[config.mk]
export PLATFORM = sky130hd
export DESIGN_NAME = f2dt_front
export DESIGN_NICKNAME = d
export VERILOG_FILES = /design/src/design/float_to_decimal_text_macros.svh /design/src/design/f2dt_pkg.sv /design/src/design/f2dt_front.sv
export SDC_FILE = /design/constraint.sdc
export NUM_CORES = 1
export LEC_CHECK = 0
export ABC_CLOCK_PERIOD_IN_PS = 6300
export BUFFER_PORTS_ARGS = -buffer_cell sky130_fd_sc_hd__buf_4
export CAP_MARGIN = 40
export CORE_MARGIN = 4
export CORE_UTILIZATION = 50
export DETAILED_ROUTE_END_ITERATION = 10
export GPL_ROUTABILITY_DRIVEN = 0
export GPL_TIMING_DRIVEN = 0
export PLACE_DENSITY = 0.72
export SLEW_MARGIN = 20
export SYNTH_ARGS = -nofsm -noshare
export SYNTH_HDL_FRONTEND = slang
export SYNTH_SLANG_ARGS = --single-unit
[constraint.sdc]
create_clock -name clk -period 6.3 [get_ports clk]
set_clock_uncertainty 0.05 [all_clocks]
set_input_delay 0.315 -clock clk [delete_from_list [all_inputs] [get_ports clk]]
set_output_delay 0.315 -clock clk [all_outputs]
set_load 0.01 [all_outputs]
[src/design/float_to_decimal_text_macros.svh]
// assertion macros for the float to decimal text block
// each asserting file needs clk and rst_n in scope
`ifndef FLOAT_TO_DECIMAL_TEXT_MACROS_SVH
`define FLOAT_TO_DECIMAL_TEXT_MACROS_SVH

`ifndef NO_ASSERTIONS

// same-cycle implication
`define F2DT_ASSERT_NOW(lbl, ante, cons, msg) \
    lbl: assert property (@(posedge clk) disable iff (!rst_n) (ante) |-> (cons)) \
        else $error(msg);

// next-cycle implication
`define F2DT_ASSERT_NEXT(lbl, ante, cons, msg) \
    lbl: assert property (@(posedge clk) disable iff (!rst_n) (ante) |=> (cons)) \
        else $error(msg);

`else

`define F2DT_ASSERT_NOW(lbl, ante, cons, msg)

`define F2DT_ASSERT_NEXT(lbl, ante, cons, msg)

`endif

`endif

[src/design/f2dt_pkg.sv]
`timescale 1ns / 1ps

package f2dt_pkg;

    // fraction digits kept after the point (1 to 9)
    localparam int FRAC_DIGITS = 6;
    localparam longint FRAC_SCALE = 64'(10) ** FRAC_DIGITS;
    localparam int FRAC_W = $clog2(FRAC_SCALE);

    localparam int MAN_W = 24;
    localparam int PROD_W = MAN_W + FRAC_W;
    localparam int INT_DIGITS = 10;
    // counter wide enough for the integer digit count and the fraction digit count
    localparam int CNT_W = $clog2(INT_DIGITS + 1);

    localparam logic [7:0] EXP_SAT = 8'd159;
    localparam logic [7:0] EXP_NO_FRAC = 8'd150;
    localparam logic [7:0] SUBN_SHIFT = 8'd149;
    localparam logic [MAN_W-1:0] MAN_ONES = '1;

    localparam logic [31:0] RECIP10 = 32'hCCCC_CCCD;
    localparam int RECIP10_SH = 35;

    localparam logic [7:0] CH_ZERO = 8'h30;
    localparam logic [7:0] CH_MINUS = 8'h2D;
    localparam logic [7:0] CH_DOT = 8'h2E;

    localparam int Q_DEPTH = 2;
    localparam int Q_PW = $clog2(Q_DEPTH);

    // one decomposed number on its way to the text generator
    typedef struct packed {
        logic              neg;
        logic              oor;
        logic [31:0]       ipart;
        logic [FRAC_W-1:0] fdig;
    } f2dt_rec_t;

    typedef struct packed {
        logic full;
        logic empty;
    } q_stat_t;

    typedef enum logic [2:0] {
        BK_IDLE,
        BK_LOAD,
        BK_INT,
        BK_FRAC,
        BK_SIGN,
        BK_IDIG,
        BK_DOT,
        BK_FDIG
    } back_state_t;

endpackage

[src/design/f2dt_front.sv]
`timescale 1ns / 1ps

module f2dt_front (
    input  logic              clk,
    input  logic              rst_n,
    input  logic              start,
    input  logic [31:0]       value_bits,
    input  f2dt_pkg::q_stat_t qstat,
    output logic              busy,
    output logic              push,
    output f2dt_pkg::f2dt_rec_t rec
);
    import f2dt_pkg::*;

    logic              accept;
    logic              sign;
    logic [7:0]        expf;
    logic [22:0]       man;
    logic              is_nan;
    logic [MAN_W-1:0]  m;
    logic [3:0]        lsh;

    logic              neg_c;
    logic              oor_c;
    logic [31:0]       ipart_c;
    logic [MAN_W-1:0]  fbits_c;
    logic [7:0]        sh_c;

    logic              va_reg;
    logic              vb_reg;
    logic              neg_a_reg;
    logic              oor_a_reg;
    logic [31:0]       ipart_a_reg;
    logic [MAN_W-1:0]  fbits_a_reg;
    logic [7:0]        sh_a_reg;
    logic              neg_b_reg;
    logic              oor_b_reg;
    logic [31:0]       ipart_b_reg;
    logic [7:0]        sh_b_reg;
    logic [PROD_W-1:0] prod_reg;

    assign busy   = va_reg | vb_reg | qstat.full;
    assign accept = start & ~busy;

    // classify and split into integer and fraction bits
    always_comb
    begin
        sign    = value_bits[31];
        expf    = value_bits[30:23];
        man     = value_bits[22:0];
        is_nan  = (expf == 8'hFF) && (man != 23'd0);
        neg_c   = sign && !is_nan && (value_bits[30:0] != 31'd0);
        m       = (expf == 8'd0) ? {1'b0, man} : {1'b1, man};
        lsh     = 4'(expf - EXP_NO_FRAC);
        oor_c   = 1'b0;
        ipart_c = '0;
        fbits_c = '0;
        sh_c    = '0;
        priority if (expf >= EXP_SAT)
        begin
            oor_c   = 1'b1;
            ipart_c = '1;
        end
        else if (expf >= EXP_NO_FRAC)
        begin
            ipart_c = {8'd0, m} << lsh;
        end
        else
        begin
            sh_c    = (expf == 8'd0) ? SUBN_SHIFT : 8'(EXP_NO_FRAC - expf);
            ipart_c = {8'd0, m >> sh_c};
            fbits_c = m & ~(MAN_ONES << sh_c);
        end
    end

    always_ff @(posedge clk or negedge rst_n)
    begin
        if (!rst_n)
        begin
            va_reg <= 1'b0;
            vb_reg <= 1'b0;
        end
        else
        begin
            va_reg <= accept;
            vb_reg <= va_reg;
        end
    end

    always_ff @(posedge clk)
    begin
        if (accept)
        begin
            neg_a_reg   <= neg_c;
            oor_a_reg   <= oor_c;
            ipart_a_reg <= ipart_c;
            fbits_a_reg <= fbits_c;
            sh_a_reg    <= sh_c;
        end
        if (va_reg)
        begin
            neg_b_reg   <= neg_a_reg;
            oor_b_reg   <= oor_a_reg;
            ipart_b_reg <= ipart_a_reg;
            sh_b_reg    <= sh_a_reg;
            prod_reg    <= PROD_W'(fbits_a_reg) * PROD_W'(FRAC_SCALE);
        end
    end

    // truncated fraction digits as one binary number
    assign push      = vb_reg;
    assign rec.neg   = neg_b_reg;
    assign rec.oor   = oor_b_reg;
    assign rec.ipart = ipart_b_reg;
    assign rec.fdig  = FRAC_W'(prod_reg >> sh_b_reg);

endmodule

==> metrics.log <==
[metrics] total power of the final layout: 6.28 mW
[metrics] DP Cell Count: between 2k and 2.5k
[metrics] via density per instance: 6.14
[metrics] number of enable flip-flop cells after synthesis: roughly 150
[metrics] classification of the worst-slack hold path: input port to flip-flop
[metrics] Synth Cell Area: 0.0156 mm2
[metrics] accumulated negative setup slack: 0 ns
[metrics] Initial DRT Pass Iterations: 7
[metrics] count of different cell masters after synthesis: 80
[metrics] number of antenna repair diodes: 0
[metrics] fraction of post-synthesis cell area in the top cell type by area: 0.282
[metrics] share of synthesized registers carrying an async set or reset: 0.0135
[metrics] total nets after synthesis: roughly 1.8k
[metrics] total number of yosys warnings: 0
[metrics] Max rail drop VDD: 0.256 mV
[metrics] RSZ-0062 raised after global routing: no
[metrics] proportion of synthesized chip area in sequential cells: 0.285
[metrics] power per cell area: 360 mW/mm2
[metrics] die outline height: 184 um
[metrics] DRC violation total after the first TritonRoute iteration: approximately 1.4k
[metrics] antenna violations before repair: 1
[metrics] number of rows in the core area: 64
[metrics] overall via count from detail_route: ~13k
[metrics] post-synth top area cell: edfxtp_1
[metrics] Critical Path End Type: flip-flop
[metrics] share of final-layout standard cells stronger than drive strength 1: 0.155
[metrics] portion of netlist area occupied by mux cells: 0.138
[metrics] worst endpoint required time: between 6 and 7 ns
[metrics] CP Launch Type: flip-flop
[metrics] max capacitance violation total: 0
[metrics] Synth top cells by count: 172 x inv_1, 146 x edfxtp_1, 135 x ha_1
[metrics] Buffers on Ports: 82
[metrics] maximum number of pins on one net before global-route repair: 57
[metrics] depth of the most critical reg-to-reg path: 19
[metrics] total die area: 0.0340 mm2
[metrics] Slew Limit Headroom: 0.468
[metrics] total overflow reported by the global router: 0
[metrics] dpl hpwl: 32,800 um
[metrics] Adder-Cell Fraction of Synth Area: 0.231
[metrics] average detailed-routed wire length per instance: 20.1 um
[metrics] clock latency of the later-clocked register in the worst-skew pair: 0.44 ns
[metrics] Setup Crit Path Kind: flip-flop to flip-flop
[metrics] clock tree from TritonCTS: done
[metrics] register bit total from synthesis: 148
[metrics] total length of routed wires: approximately 42,000 um
[metrics] number of H-tree levels: 4
[metrics] leakage power summed over all cells: 7.44 nW
[metrics] Cells on Worst Hold Path: 2
[metrics] Remaining DRCs: 0
[metrics] clock-pin slew of the registers on the worst-case setup and hold paths: 0.07 ns
[metrics] status: finished clean
[metrics] Chip Width: ~180 um
[metrics] number of sinks handled by clock tree synthesis: about 150
[metrics] maximum fanout encountered on the critical timing path: 7
[metrics] number of buffers created by CTS: 17
[metrics] Period minus WS final: 6.10 ns
[metrics] post-synthesis share of cell area spent on xor and xnor gates: 0.0196
[metrics] Worst Tran Pin Value: 0.796 ns
[metrics] number of failing hold endpoints at the final stage: 0
[metrics] count of final max-slew check failures: 0
[metrics] CTS root buffer: clkbuf_16
[metrics] post-route ant nets: 0
[metrics] Cells after Synth: 1,542
[metrics] final critical-path share of the clock period: 0.968
[metrics] simple-gate area share of the yosys netlist: 0.127
[metrics] Initial Util: 0.508
[metrics] maximum buffer depth of the clock tree: 2
[metrics] most used standard cell by instance count after synthesis: inv_1
[metrics] IO Pins: 93
[metrics] Setup Viol. Count Final: 0
[metrics] net count reported at finish: 1,922
[metrics] arrival time at the worst endpoint: 6.22 ns
[metrics] combinational family with the most area after synthesis: adder cells
[metrics] core outline area: roughly 0.03 mm2
[metrics] first-pass GRT wire length: roughly 66,000 um
[metrics] number of global-route vias before repair: around 12k
[metrics] synthesized-area fraction occupied by ao, oa, aoi and oai cells: 0.129
[metrics] prevailing post-synth register cell: edfxtp_1
[metrics] flip-flop count of the largest register, all copies and words added: 38
[metrics] Total GRT Usage: 0.244
[metrics] upper clock frequency limit: between 150 and 200 MHz
[metrics] layout overhead on the synthesized area: 12.1%
[metrics] cell types with the largest area share after synthesis: edfxtp_1 28%, fa_1 12%, ha_1 11%
[metrics] Post-Synthesis Mean Instance Area: between 10 and 15 um2
[metrics] count of placed standard cells in the final layout, fillers left out: around 2.1k
-- worst max-delay path, cell delays in order (launching register included) --
cell      delay, ns
edfxtp_1       0.55
inv_1          0.19
fa_1           0.57
inv_1          0.07
fa_1           0.54
fa_1           0.44
fa_1           0.40
ha_1           0.29
inv_1          0.05
fa_1           0.47
inv_1          0.04
ha_1           0.36
a211oi_1       0.31
o21ai_0        0.14
a221oi_1       0.31
o31ai_1        0.19
a31o_2         0.32
a31oi_1        0.24
a21oi_1        0.13
xor2_1         0.18
-- area by class of cell --
| cell class | instances | area (um2) |
|---|---|---|
| Multi-Input combinational cell | 1127 | 10000 |
| Sequential cell | 148 | 4440 |
| Clock inverter | 15 | 183 |
| Inverter | 175 | 661 |
| Clock buffer | 17 | 425 |
| Tap cell | 396 | 495 |
| Timing Repair Buffer | 94 | 758 |
| Fill cell | 2578 | 13200 |
| Buffer | 92 | 449 |
-- layer usage --
metal  GRT usage  vias to the layer above  wire length, um
met3      0.0570                      152             4440
met4      0.0846                        2             1580
met1       0.344                     5970            17200
li1            -                     5782                -
met2       0.372                      766            18300
met5           0                        -               45
-- power breakdown --
group          internal [mW]  leakage, nW  switching [mW]
Sequential              1.39         1.38           0.107
Combinational           1.64         5.76            2.13
Clock                  0.538        0.293           0.477
-- worst paths after layout --
path / slack, ns / endpoint / startpoint
max: 0.20 / prod_reg[42] / fbits_a_reg[5]
min: 0.15 / neg_a_reg / value_bits[31]
max reg2reg: 0.20 / prod_reg[42] / fbits_a_reg[5]
min reg2reg: 0.37 / ipart_b_reg[9] / ipart_a_reg[9]
max in group asynchronous: 5.93 / va_reg / rst_n
min in group asynchronous: 0.16 / push / rst_n
-- through the flow --
step	instance area [um2]	setup WS [ns]	hold WS, ns	util
floorplan	15600	0.836	-0.0306	-
global placement	16700	-0.750	0.0473	0.544
detailed placement	16800	0.194	0.0484	0.547
CTS	17400	0.173	0.112	0.567
global route	17500	0.00395	0.151	0.569
finish	17500	0.201	0.154	0.569
-- cell usage in the layout (no fill, tap or decap), types with 8 or more instances in the layout --
cell / synthesis / final
clkbuf_16: 0 / 17
clkbuf_1: 53 / 53
nand2b_1: 41 / 41
o21bai_1: 8 / 8
nor3_1: 34 / 34
a21oi_1: 104 / 103
nand3_1: 24 / 24
and3_1: 14 / 14
a21o_1: 12 / 12
mux2_2: 19 / 19
o221ai_1: 11 / 11
buf_2: 19 / 20
buf_1: 8 / 8
o21a_1: 8 / 8
a211oi_1: 20 / 20
xor2_1: 10 / 10
nor2b_1: 15 / 15
a31oi_1: 14 / 14
buf_4: 5 / 94
o211ai_1: 8 / 8
mux2i_1: 65 / 65
edfxtp_1: 146 / 146
fa_1: 95 / 95
a211o_1: 11 / 11
inv_1: 172 / 171
mux4_2: 56 / 56
ha_1: 135 / 135
or3_1: 10 / 10
o21ai_0: 54 / 53
nor2_1: 106 / 105
nand2_1: 126 / 126
xnor2_1: 23 / 23
-- repair_timing --
| item | CTS | global route |
|---|---|---|
| hold endpoints to repair | 2 | 0 |
| hold buffers | 1 | 0 |
| resized for setup | 0 | 4 |
| setup buffers | 0 | 7 |
| setup endpoints to repair | 0 | 6 |
-- kinds of logic (layout without fill, tap and decap cells) --
logic type | after synthesis | count (layout)
xor gates and xnor gates | 34 | 34
DFF | 148 | 148
muxes | 142 | 142
and+or+nand+nor | 411 | 411
adders and majority gates | 230 | 230
AOI/OAI and AO/OA | 310 | 310
buffers and inverters | 267 | 393
Note: power is estimated with default switching activity, not from simulation.
